**src/sv/pah_pkg.sv**
```systemverilog
// Shared types and constants for the polar angle histogram.
// No dependencies; imported by the top level and the checker.
`timescale 1ns / 1ps

package pah_pkg;

  localparam int MaxSectors = 64;
  localparam int TallyBits  = 16;
  localparam int AngleBits  = 16;
  localparam int SecBits    = 6;
  localparam int CountBits  = 7;
  localparam int FracBits   = 44;  // fraction bits of turns and coordinates
  localparam int NumIter    = 44;  // rotation steps
  localparam int IterBits   = 6;
  localparam int DatBits    = 63;  // signed coordinate width during rotation
  localparam int ZBits      = 47;  // signed angle accumulator width

  // Turns per radian.
  localparam real InvTwoPi = 1.0 / (2.0 * 3.14159265358979323846);

  typedef struct packed {
    logic signed [15:0] x_coord;
    logic signed [15:0] y_coord;
    logic               final_point;
  } point_t;

  typedef struct packed {
    logic [5:0]  sector_index;
    logic [15:0] sector_tally;
    logic [15:0] largest_tally;
    logic        last_sector;
  } result_t;

  typedef logic [FracBits-1:0] atan_lut_t [NumIter];

  // atan(2^-i) in turns, with FracBits fraction bits, worked out at elaboration.
  function automatic atan_lut_t atan_lut_build();
    atan_lut_t lut;
    real       r;
    for (int i = 0; i < NumIter; i++) begin
      r = $atan(2.0 ** (-i)) * InvTwoPi;
      lut[i] = FracBits'(longint'(r * (2.0 ** FracBits)));
    end
    return lut;
  endfunction

  localparam atan_lut_t AtanLut = atan_lut_build();

endpackage

```
**src/sv/polar_angle_histogram.sv**
```systemverilog
// Polar angle histogram: operation. A point is accepted, then takes
// 44 rotation steps of a shared shift-add angle unit, then angle rounding,
// sector multiply, and a read and write of the tally memory. A point marked
// final then adds a scan of the sectors in use for the largest tally,
// emission of one result per sector in use, held by any output stall, and
// a pass that clears the whole tally memory. The input
// is stalled throughout; configuration writes are taken at any time.
// Holds the datapath and tally memory; depends on pah_pkg.
`timescale 1ns / 1ps

module polar_angle_histogram import pah_pkg::*; (
  input  logic         clk,
  input  logic         rst_n,
  input  logic         in_valid,
  output logic         in_stall,
  input  point_t       in_data,
  output logic         out_valid,
  input  logic         out_stall,
  output result_t      out_data,
  input  logic         cfg_we,
  input  logic [6:0]   cfg_wdata
);

  localparam logic [3:0] S_IDLE     = 4'd0;
  localparam logic [3:0] S_ROT      = 4'd1;
  localparam logic [3:0] S_ANG      = 4'd2;
  localparam logic [3:0] S_SECT     = 4'd3;
  localparam logic [3:0] S_RD       = 4'd4;
  localparam logic [3:0] S_WR       = 4'd5;
  localparam logic [3:0] S_SCAN_RD  = 4'd6;
  localparam logic [3:0] S_SCAN_CMP = 4'd7;
  localparam logic [3:0] S_EMIT_RD  = 4'd8;
  localparam logic [3:0] S_EMIT_LD  = 4'd9;
  localparam logic [3:0] S_EMIT_WT  = 4'd10;
  localparam logic [3:0] S_CLEAR    = 4'd11;

  localparam logic signed [ZBits-1:0] TurnQuarter = ZBits'(64'd1 << (FracBits - 2));
  localparam logic signed [ZBits-1:0] TurnHalf    = ZBits'(64'd1 << (FracBits - 1));
  localparam logic signed [ZBits-1:0] TurnFull    = ZBits'(64'd1 << FracBits);
  localparam logic signed [ZBits-1:0] RoundHalf   =
    ZBits'(64'd1 << (FracBits - 1 - AngleBits));

  logic [3:0]                 state_r, state_nxt;
  logic signed [DatBits-1:0]  x_r, x_nxt, y_r, y_nxt;
  logic signed [ZBits-1:0]    z_r, z_nxt;
  logic [IterBits-1:0]        it_r, it_nxt;
  logic                       swap_r, swap_nxt, xneg_r, xneg_nxt, yneg_r, yneg_nxt;
  logic                       orig_r, orig_nxt, final_r, final_nxt;
  logic [AngleBits-1:0]       ba_r, ba_nxt;
  logic [SecBits-1:0]         sec_r, sec_nxt;
  logic [CountBits-1:0]       idx_r, idx_nxt;
  logic [TallyBits-1:0]       largest_r, largest_nxt;
  logic [CountBits-1:0]       nsec_r, nsec_nxt;
  result_t                    out_data_r, out_data_nxt;
  logic                       out_valid_r, out_valid_nxt;

  // Tally memory: one write port, one registered read port.
  logic [TallyBits-1:0]       tally_mem [MaxSectors];
  logic [TallyBits-1:0]       rdata_r;
  logic [SecBits-1:0]         raddr, waddr;
  logic                       we;
  logic [TallyBits-1:0]       wdata;

  always_ff @(posedge clk) begin
    if (we) begin
      tally_mem[waddr] <= wdata;
    end
    rdata_r <= tally_mem[raddr];
  end

  // Working values for the input fold and angle rounding.
  logic [16:0]                ax, ay;
  logic signed [ZBits-1:0]    phi, theta;
  logic [AngleBits+CountBits-1:0] prod;
  logic [CountBits-1:0]       idx_inc;
  logic signed [DatBits-1:0]  xs, ys;

  assign ax = in_data.x_coord[15] ? 17'(-{1'b1, in_data.x_coord}) : {1'b0, in_data.x_coord};
  assign ay = in_data.y_coord[15] ? 17'(-{1'b1, in_data.y_coord}) : {1'b0, in_data.y_coord};
  assign xs = x_r >>> it_r;
  assign ys = y_r >>> it_r;
  assign idx_inc = idx_r + 1'b1;
  assign prod = {{CountBits{1'b0}}, ba_r} * {{AngleBits{1'b0}}, nsec_r};

  always_comb begin
    phi = swap_r ? (TurnQuarter - z_r) : z_r;
    if (xneg_r && !yneg_r) begin
      theta = TurnHalf - phi;
    end else if (xneg_r) begin
      theta = TurnHalf + phi;
    end else if (yneg_r) begin
      theta = TurnFull - phi;
    end else begin
      theta = phi;
    end
    theta = theta + RoundHalf;
  end

  // Sequencer and datapath next-state logic.
  always_comb begin
    state_nxt    = state_r;
    x_nxt        = x_r;
    y_nxt        = y_r;
    z_nxt        = z_r;
    it_nxt       = it_r;
    swap_nxt     = swap_r;
    xneg_nxt     = xneg_r;
    yneg_nxt     = yneg_r;
    orig_nxt     = orig_r;
    final_nxt    = final_r;
    ba_nxt       = ba_r;
    sec_nxt      = sec_r;
    idx_nxt      = idx_r;
    largest_nxt  = largest_r;
    out_data_nxt = out_data_r;
    out_valid_nxt = out_valid_r;
    raddr        = sec_r;
    waddr        = sec_r;
    we           = 1'b0;
    wdata        = rdata_r;
    case (state_r)
      S_IDLE: begin
        if (in_valid) begin
          xneg_nxt  = in_data.x_coord[15];
          yneg_nxt  = in_data.y_coord[15];
          orig_nxt  = (ax == 17'd0) && (ay == 17'd0);
          final_nxt = in_data.final_point;
          swap_nxt  = ay > ax;
          x_nxt     = (ay > ax) ? DatBits'({ay, {FracBits{1'b0}}})
                                : DatBits'({ax, {FracBits{1'b0}}});
          y_nxt     = (ay > ax) ? DatBits'({ax, {FracBits{1'b0}}})
                                : DatBits'({ay, {FracBits{1'b0}}});
          z_nxt     = '0;
          it_nxt    = '0;
          state_nxt = S_ROT;
        end
      end
      // One vectoring step per cycle drives y toward zero.
      S_ROT: begin
        if (!y_r[DatBits-1]) begin
          x_nxt = x_r + ys;
          y_nxt = y_r - xs;
          z_nxt = z_r + ZBits'(AtanLut[it_r]);
        end else begin
          x_nxt = x_r - ys;
          y_nxt = y_r + xs;
          z_nxt = z_r - ZBits'(AtanLut[it_r]);
        end
        it_nxt = it_r + 1'b1;
        if (it_r == IterBits'(NumIter - 1)) begin
          state_nxt = S_ANG;
        end
      end
      S_ANG: begin
        ba_nxt    = orig_r ? '0 : theta[FracBits-1 -: AngleBits];
        state_nxt = S_SECT;
      end
      S_SECT: begin
        sec_nxt   = prod[AngleBits +: SecBits];
        state_nxt = S_RD;
      end
      S_RD: begin
        state_nxt = S_WR;
      end
      // Saturating increment written back to the same entry.
      S_WR: begin
        we    = 1'b1;
        wdata = (rdata_r == {TallyBits{1'b1}}) ? rdata_r : rdata_r + 1'b1;
        idx_nxt     = '0;
        largest_nxt = '0;
        state_nxt   = final_r ? S_SCAN_RD : S_IDLE;
      end
      S_SCAN_RD: begin
        raddr     = idx_r[SecBits-1:0];
        state_nxt = S_SCAN_CMP;
      end
      S_SCAN_CMP: begin
        if (rdata_r > largest_r) begin
          largest_nxt = rdata_r;
        end
        if (idx_inc == nsec_r) begin
          idx_nxt   = '0;
          state_nxt = S_EMIT_RD;
        end else begin
          idx_nxt   = idx_inc;
          state_nxt = S_SCAN_RD;
        end
      end
      S_EMIT_RD: begin
        raddr     = idx_r[SecBits-1:0];
        state_nxt = S_EMIT_LD;
      end
      S_EMIT_LD: begin
        out_data_nxt.sector_index  = idx_r[SecBits-1:0];
        out_data_nxt.sector_tally  = rdata_r;
        out_data_nxt.largest_tally = largest_r;
        out_data_nxt.last_sector   = idx_inc == nsec_r;
        out_valid_nxt = 1'b1;
        state_nxt     = S_EMIT_WT;
      end
      // Hold the beat until the receiver takes it.
      S_EMIT_WT: begin
        if (!out_stall) begin
          out_valid_nxt = 1'b0;
          if (idx_inc == nsec_r) begin
            idx_nxt   = '0;
            state_nxt = S_CLEAR;
          end else begin
            idx_nxt   = idx_inc;
            state_nxt = S_EMIT_RD;
          end
        end
      end
      // Zero every entry, including sectors beyond the count in use.
      S_CLEAR: begin
        we      = 1'b1;
        waddr   = idx_r[SecBits-1:0];
        wdata   = '0;
        idx_nxt = idx_inc;
        if (idx_r == CountBits'(MaxSectors - 1)) begin
          idx_nxt   = '0;
          state_nxt = S_IDLE;
        end
      end
      default: begin
        state_nxt = S_IDLE;
      end
    endcase
  end

  // Sector count register with clamping to 1..MaxSectors.
  always_comb begin
    nsec_nxt = nsec_r;
    if (cfg_we) begin
      if (cfg_wdata == '0) begin
        nsec_nxt = CountBits'(1);
      end else if (cfg_wdata > CountBits'(MaxSectors)) begin
        nsec_nxt = CountBits'(MaxSectors);
      end else begin
        nsec_nxt = cfg_wdata;
      end
    end
  end

  // Control registers.
  always_ff @(posedge clk) begin
    if (!rst_n) begin
      state_r     <= S_CLEAR;
      idx_r       <= '0;
      out_valid_r <= 1'b0;
      nsec_r      <= CountBits'(8);
    end else begin
      state_r     <= state_nxt;
      idx_r       <= idx_nxt;
      out_valid_r <= out_valid_nxt;
      nsec_r      <= nsec_nxt;
    end
  end

  // Payload registers.
  always_ff @(posedge clk) begin
    x_r        <= x_nxt;
    y_r        <= y_nxt;
    z_r        <= z_nxt;
    it_r       <= it_nxt;
    swap_r     <= swap_nxt;
    xneg_r     <= xneg_nxt;
    yneg_r     <= yneg_nxt;
    orig_r     <= orig_nxt;
    final_r    <= final_nxt;
    ba_r       <= ba_nxt;
    sec_r      <= sec_nxt;
    largest_r  <= largest_nxt;
    out_data_r <= out_data_nxt;
  end

  assign in_stall  = state_r != S_IDLE;
  assign out_valid = out_valid_r;
  assign out_data  = out_data_r;

endmodule

```
**config.mk**
```make
export PLATFORM = sky130hd
export DESIGN_NAME = polar_angle_histogram
export DESIGN_NICKNAME = d
export VERILOG_FILES = /design/src/sv/pah_pkg.sv /design/src/sv/polar_angle_histogram.sv
export SDC_FILE = /design/constraint.sdc
export NUM_CORES = 2
export LEC_CHECK = 0
export BUFFER_PORTS_ARGS = -buffer_cell sky130_fd_sc_hd__buf_2
export CAP_MARGIN = 40
export CORE_MARGIN = 3
export CORE_UTILIZATION = 50
export CTS_BUF_LIST = sky130_fd_sc_hd__clkbuf_16
export CTS_CLUSTER_SIZE = 30
export DETAILED_ROUTE_END_ITERATION = 10
export PLACE_DENSITY = 0.71
export SLEW_MARGIN = 20
export SYNTH_ARGS = -nofsm -noshare
export SYNTH_HDL_FRONTEND = slang
export SYNTH_SLANG_ARGS = --single-unit
```
**constraint.sdc**
```tcl
create_clock -name clk -period 43.5 [get_ports clk]
set_input_delay 8.7 -clock clk [delete_from_list [all_inputs] [get_ports clk]]
set_output_delay 8.7 -clock clk [all_outputs]
set_load 0.02 [all_outputs]
```
## Word-level counts from Yosys, hierarchy flattened

Memories as Yosys holds them, arrays and structs flattened. A register that Yosys moved wholly into a read port is not among the register bits.
Cells that the tools add are included.
Widths: inputs -> output; s select.

- Add/subtract/negate cells: 16
- Multiply operators: 1
- Order comparisons: 4
- Equal/unequal tests: 20
- Shift-type cells: 2
- Multiplexer cells: 46
- Bitwise gates (word level): 1
- Reductions and logical operators: 20

Operator list:

| cell | count |
|---|---|
| $mux 44 | 6 |
| $mux 63 | 4 |
| $pmux 63 s2 | 2 |
| $add 63x63->63 | 2 |
| $sshr 63x6->63 | 2 |
| $sub 63x63->63 | 2 |
| $mux 61 | 2 |
| $mux 47 | 2 |
| $pmux 47 s2 | 1 |
| $sub 44x44->44 const A | 2 |
| $pmux 16 s2 | 2 |
| $pmux 4 s12 | 1 |
| $add 47x44->47 | 1 |
| $sub 47x44->47 | 1 |
| $add 44x29->44 const B | 1 |
| $add 44x44->44 const A | 1 |
| $sub 1x44->44 const A | 1 |
| $mux 7 | 5 |
| $logic_not 17->1 | 2 |
| $mux 17 | 2 |
| $neg 17->17 | 2 |
| $mux 16 | 2 |
| $pmux 7 s4 | 1 |
| $mul 16x7->22 | 1 |
| other kinds (33) | 62 |

- Bits in registers: 280
- Memory bits (writable): 1024
- Bits in read-only memories: 2816
- Input bits: 45
- Output and inout bits: 41
- Word-level logic and storage cells: 132
- Memories: 2

Memory list:

| name | depth | bits a word | read ports | clocked after memory_dff | wr ports | line | source |
|---|---|---|---|---|---|---|---|
| (name not given) | 64 | 44 | 1 | 0 | 0 | polar_angle_histogram.sv:147 | `z_nxt = z_r - ZBits'(AtanLut[it_r]);` |
| tally_mem | 64 | 16 | 1 | 1 | 1 | polar_angle_histogram.sv:58 | `logic [TallyBits-1:0] tally_mem [MaxSectors];` |

## Longest topological paths before layout

- Depth after elaboration: 7
- Mapped depth: 35

## Worst setup path after synthesis

No wires, ideal clock.

- Path type: input port to flip-flop
- From: in in_valid
- To: reg it_r[0], enable pin
- Setup time: 957 ps
- Data arrival time: 21005 ps
- Data required time: 42543 ps
- Setup slack: 21538 ps
- Cell stages on the path: 2
- Path buffers: 0
- Cells stage by stage: inv_1 -> o21ai_0

- Longest elaborated chain between the ends: 2

RTL lines:

| item | line | source |
|---|---|---|
| start, declared | polar_angle_histogram.sv:14 | `input logic in_valid,` |
| $ne 2x2->1 (no source line) | -- |  |
| $reduce_and 2->1 (no source line) | -- |  |
| end signal, assigned | polar_angle_histogram.sv:265 | `it_r <= it_nxt;` |
| end, declared | polar_angle_histogram.sv:46 | `logic [IterBits-1:0] it_r, it_nxt;` |

Every way passes these cells.
A chain may end at the register's enable or synchronous reset.

## Worst setup path in the final report

- From: in in_data[7] (netlist bit)
- To: reg y_r[59] (data pin)

- Longest elaborated chain between the ends: 6

RTL lines:

| item | line | source |
|---|---|---|
| start, declared | polar_angle_histogram.sv:16 | `input point_t in_data,` |
| $neg 17->17 | polar_angle_histogram.sv:79 | `assign ay = in_data.y_coord[15] ? 17'(-{1'b1, in_data.y_coord}) : {1'b0, in_data.y_coord};` |
| $mux 17 * | polar_angle_histogram.sv:79 |  |
| $gt 17x17->1 | polar_angle_histogram.sv:131 | `y_nxt = (ay > ax) ? DatBits'({ax, {FracBits{1'b0}}})` |
| $mux 61 * | polar_angle_histogram.sv:131 |  |
| $mux 63 * | polar_angle_histogram.sv:123 | `if (in_valid) begin` |
| $pmux 63 s2 * | polar_angle_histogram.sv:121 | `case (state_r)` |
| named net y_nxt[59] | polar_angle_histogram.sv:44 | `logic signed [DatBits-1:0] x_r, x_nxt, y_r, y_nxt;` |
| end signal, assigned | polar_angle_histogram.sv:263 | `y_r <= y_nxt;` |
| end, declared | polar_angle_histogram.sv:44 |  |

Mark *: on every way through the listed nets, which the timed path passes. The rest lies on a longest branch. The select of a mux whose other input is x is not followed.

==> flow_results.org <==
** Timing
- The number of max-slew violations in the final report came to 0.
- Adding up every negative setup slack in the final design gives 0 ns.
- Timing would allow up to approximately 79 MHz.
- For the pin with the worst max-slew slack, the measured transition is 0.9810 ns.
- Across the routed clock network, the largest skew measured is 0.07229 ns.
- Dividing the final minimum period by the clock period gives 29.00%.
- Setup violations remaining at the end of the flow were counted as 0.
- Max-slew headroom :: 32.73%
- Counting I/O delays and the setup requirement, the final critical path takes 12.61 ns.
- The final-report hold violation count is 0.
- Setup repair after global routing missed its margin :: false

** Hold path
- Hold Path Cell Cnt :: 0
- In this run the worst hold path is classified as register to register.
- The path with the worst hold slack has its endpoint at out_data[8]$_DFFE_PP_.
- Worst min-delay path startpoint :: largest_r[7]$_SDFFCE_PN0P_

** Status
- Outcome :: complete, no violations

** GRT
- Global-route usage over all layers :: 29.84%
- Entering global routing, the biggest net connects 164 pins.
- The number of global-route vias before repair is approximately 58000.
- Total global routing overflow :: 0
- The first global-routing pass estimated 378700 um of wire.
- Initial antenna violation count :: 4

** Routing
- DR vias :: 60530
- Initial DRC count :: slightly below 8000
- In the routed design, unresolved DRC markers number 0.
- Routed via count divided by cell count :: 6.682
- Length of the first detailed-routing pass in iterations :: 9
- The count of nets left with antenna violations once routing finished came out at 0.
- Routed len/inst :: 28.13 um
- For this block, the routed nets add up to between 200000 and 300000 um of wire.

** Power and ir drop
- Static leakage :: 0.03169 uW
- VDD IR max :: roughly 0.052 mV
- Power spread over the standard cell area amounts to about 61 nW/um^2.

** Floorplan
- Once the floorplan was initialized, standard cells occupied 50.47% of the core.
- The die is 409.3 um tall.
- The die covers 167500 um^2.
- Core region area :: 161100 um^2
- The floorplan step set the die width to 409.3 um.
- 86 I/O pins were placed.
- Site row count :: roughly 150

** Run
- The tool flagged a number of max-cap violations equal to 0.

** CTS
- For the worst-skew pair, the clock arrives at the later sink with an insertion delay of 0.83 ns.
- In this run the clock root is driven by a sky130_fd_sc_hd__clkbuf_16.
- In this run, CTS created clock tree buffers numbering between 100 and 150.
- Post-CTS Hold Fix Bufs :: 0
- Sink count of the clock tree :: 1317
- The H-tree was split into 4 levels.
- No sink is reached through more buffers than the 3 on the longest clock path.
- # resized after CTS :: 0
- Worst-path clk slew :: approximately 0.06 ns
- Total setup buffers inserted after CTS :: 0
- TritonCTS clock tree :: built

** Critical path
- Critical path fanouts, max :: 40
- Required time at the endpoint of the critical path :: 44.20 ns
- In this run the critical register-to-register path is captured at x_r[50]$_DFFE_PP_.
- Register-to-register path setup slack :: 33.06 ns
- The startpoint identified for the worst register-to-register timing path is it_r[0]$_SDFFCE_PN0P_.
- Number of cells on the worst reg-to-reg path :: 29
- Startpoint type of the worst setup path :: primary input
- STA puts the critical path data arrival time at 13.31 ns.
- Endpoint class of the critical path :: register
- Class of the most critical setup path :: primary input to register

** Place
- After legalization and detailed placement, the total HPWL measured ~170000 um.
- Buffers added on ports :: 85
- Routability-driven placement finished with a final weighted congestion of between 1 and 1.5.
- Post-Place Cells :: 8800

** Synthesis
- Net count after synthesis :: 7146
- A synthesized cell averages around 12 um^2.
- The number of different library cells used by synthesis comes to 103.
- Leading register cell type out of synthesis :: sky130_fd_sc_hd__edfxtp_1
- Yosys mapped a number of flops with a built-in enable equal to 1282.
- Sequential share of the synthesized area :: 48.20%
- Post-synthesis instance total :: 6777
- #FFs+latches synth :: 1317
- Summing every instance area after synthesis gives around 80000 um^2.
- Of all flip-flops after synthesis, the portion carrying an async set or reset was 0%.
- Total number of yosys warnings :: 0

** Cells and area
- Sequential cell area :: 39200 um^2
- The number of antenna diodes in the final layout is 0.
- Counting the fill cells in the layout gives 13130.
- After the last flow step, the layout net total stands at 7157.
- From synthesis to final layout, the design area changed by 9.698%.
- Cells with a size suffix above 1 make up between 15 and 20% of the layout.
- Final non-filler cell total :: 9058
- Area of the multi-input gates :: 40100 um^2
-- layout make-up --
| class | count | area share [%] |
|---|---|---|
| Sequential cell | 1317 | 43.94 |
| Tap cell | 2160 | 3.030 |
| Clock inverter | 111 | 1.021 |
| Multi-Input combinational cell | 4875 | 44.96 |
| Inverter | 182 | 0.7714 |
| Timing Repair Buffer | 275 | 2.411 |
| Clock buffer | 138 | 3.871 |
-- worst max-delay path, stage by stage --
cell                        delay [ns]
sky130_fd_sc_hd__buf_2            0.12
sky130_fd_sc_hd__or4_1            0.58
sky130_fd_sc_hd__nor4_1           0.32
sky130_fd_sc_hd__nand2b_1         0.16
sky130_fd_sc_hd__o21ai_0          0.21
sky130_fd_sc_hd__xor2_1           0.31
sky130_fd_sc_hd__inv_1            0.13
sky130_fd_sc_hd__ha_1             0.32
sky130_fd_sc_hd__nand4_1          0.19
sky130_fd_sc_hd__nor4_1           0.60
sky130_fd_sc_hd__a21oi_1          0.19
sky130_fd_sc_hd__o211ai_1         0.13
sky130_fd_sc_hd__a21oi_1          0.09
sky130_fd_sc_hd__a21oi_4          0.11
sky130_fd_sc_hd__buf_4            0.47
sky130_fd_sc_hd__mux2i_1          0.25
sky130_fd_sc_hd__nand2_1          0.08
sky130_fd_sc_hd__a2bb2oi_1        0.18
sky130_fd_sc_hd__o31a_1           0.14
-- how the worst max path moves through the flow --
stage               startpoint               endpoint  slack, ns  depth (start not counted)
detailed placement  in_data[7]      y_r[59]$_DFFE_PP_      30.04                         19
global placement    in_data[7]      y_r[59]$_DFFE_PP_      30.06                         19
global route        in_data[7]      y_r[59]$_DFFE_PP_      30.47                         19
finish              in_data[7]      y_r[59]$_DFFE_PP_      30.89                         19
floorplan             in_valid  it_r[0]$_SDFFCE_PN0P_      21.54                          2
CTS                 in_data[7]      y_r[59]$_DFFE_PP_      30.93                         19
-- synth_stat cells, types with 16 or more instances --
master                     count  area [um^2]
sky130_fd_sc_hd__nor2_1      568         2132
sky130_fd_sc_hd__o31ai_1      35        262.8
sky130_fd_sc_hd__o21a_1       40        300.3
sky130_fd_sc_hd__nor3_1      106        530.5
sky130_fd_sc_hd__or2_2        27        168.9
sky130_fd_sc_hd__mux4_2      437         9842
sky130_fd_sc_hd__xnor2_1     196         1717
sky130_fd_sc_hd__a41oi_1      16        140.1
sky130_fd_sc_hd__nor2b_1      70        437.9
sky130_fd_sc_hd__buf_1        85        319.1
sky130_fd_sc_hd__o221ai_1     19        166.4
sky130_fd_sc_hd__a31oi_1     106        663.1
sky130_fd_sc_hd__a311oi_1     42        367.9
sky130_fd_sc_hd__edfxtp_1   1282        38500
sky130_fd_sc_hd__inv_1       178        668.1
sky130_fd_sc_hd__and2_1      140        875.8
sky130_fd_sc_hd__mux2_2      101         1137
sky130_fd_sc_hd__a21o_1      142         1066
sky130_fd_sc_hd__nand2b_1     52        325.3
sky130_fd_sc_hd__a22oi_1      22        165.2
sky130_fd_sc_hd__nor4_1       39        244.0
sky130_fd_sc_hd__o22ai_1      32        200.2
sky130_fd_sc_hd__o21ai_0     250         1251
sky130_fd_sc_hd__dfxtp_1      35        700.7
sky130_fd_sc_hd__xor2_1      171         1498
sky130_fd_sc_hd__clkbuf_1    260        975.9
sky130_fd_sc_hd__a211o_1      18        157.7
sky130_fd_sc_hd__mux2i_1     170         1702
sky130_fd_sc_hd__a21oi_1     400         2002
sky130_fd_sc_hd__fa_1         70         1401
sky130_fd_sc_hd__o21bai_1     16        120.1
sky130_fd_sc_hd__o41ai_1      23        201.4
sky130_fd_sc_hd__ha_1        254         3178
sky130_fd_sc_hd__nand3_1     111        555.5
sky130_fd_sc_hd__buf_2        44        220.2
sky130_fd_sc_hd__or3_1        36        225.2
sky130_fd_sc_hd__and3_1       58        362.9
sky130_fd_sc_hd__a211oi_1    131        983.4
sky130_fd_sc_hd__nand2_1     592         2222
sky130_fd_sc_hd__nand4_1      69        431.7
sky130_fd_sc_hd__o211ai_1     57        427.9
-- where the power goes --
part	total [uW]	switching [uW]	internal, uW
sequential	1800	92.1	1710
combinational	2460	1590	874
clock	1150	516	632
-- metal layers --
metal	GRT usage, %	part of all wire, %
met3	5.553	9.1
met1	39.70	39
met2	47.38	47
met5	0	0.015
met4	14.44	5.7
-- per-stage QoR --
step	hold WS (ns)	utilization [%]	setup slack, ns	power (uW)	instance area, um^2
final	0.4540	55.37	30.89	5408	89210
after global routing	0.4716	55.37	30.47	5646	89210
after floorplan	0.4064	-	21.54	3449	81320
after global placement	0.4364	52.40	30.06	4169	84430
after detailed placement	0.4367	52.56	30.04	4217	84680
after CTS	0.4540	55.27	30.93	5373	89050
-- sequential cells by signal (all words and copies together) (netlist names) --
name,count
tally_mem,1024
x_r,63
y_r,63
z_r,44
out_data,39
ba_r,16
largest_r,16
rdata_r,16
idx_r,7
nsec_r,7
it_r,6
sec_r,6
state_r,4
final_r,1
orig_r,1
out_valid,1
swap_r,1
xneg_r,1
yneg_r,1
-- cells in the final DEF (no fill, tap or decap), types with 36 or more instances in the layout --
master	instances
sky130_fd_sc_hd__nand2b_1	52
sky130_fd_sc_hd__clkbuf_16	138
sky130_fd_sc_hd__nor2b_1	70
sky130_fd_sc_hd__nor3_1	103
sky130_fd_sc_hd__ha_1	254
sky130_fd_sc_hd__a21oi_1	398
sky130_fd_sc_hd__mux4_2	437
sky130_fd_sc_hd__or3_1	36
sky130_fd_sc_hd__a211oi_1	131
sky130_fd_sc_hd__edfxtp_1	1282
sky130_fd_sc_hd__and3_1	57
sky130_fd_sc_hd__o21ai_0	240
sky130_fd_sc_hd__a311oi_1	42
sky130_fd_sc_hd__mux2_2	100
sky130_fd_sc_hd__a31oi_1	105
sky130_fd_sc_hd__nand3_1	111
sky130_fd_sc_hd__a21o_1	142
sky130_fd_sc_hd__inv_1	216
sky130_fd_sc_hd__o21a_1	40
sky130_fd_sc_hd__mux2i_1	163
sky130_fd_sc_hd__nor2_1	561
sky130_fd_sc_hd__fa_1	70
sky130_fd_sc_hd__o211ai_1	57
sky130_fd_sc_hd__nand4_1	69
sky130_fd_sc_hd__buf_2	88
sky130_fd_sc_hd__buf_4	159
sky130_fd_sc_hd__xor2_1	171
sky130_fd_sc_hd__nor4_1	39
sky130_fd_sc_hd__nand2_1	590
sky130_fd_sc_hd__and2_1	140
sky130_fd_sc_hd__xnor2_1	196
-- logic make-up after synthesis --
logic type | after synthesis | share of synthesized area (%)
other cells | 2 | 0.009235
fa+ha+maj | 324 | 5.631
simple gates | 1958 | 11.42
buf+inv | 585 | 2.857
xor+xnor | 368 | 3.980
compound gates | 1514 | 12.29
flops | 1317 | 48.20
mux | 709 | 15.61
No activity file was read; power rests on OpenSTA's default activity.
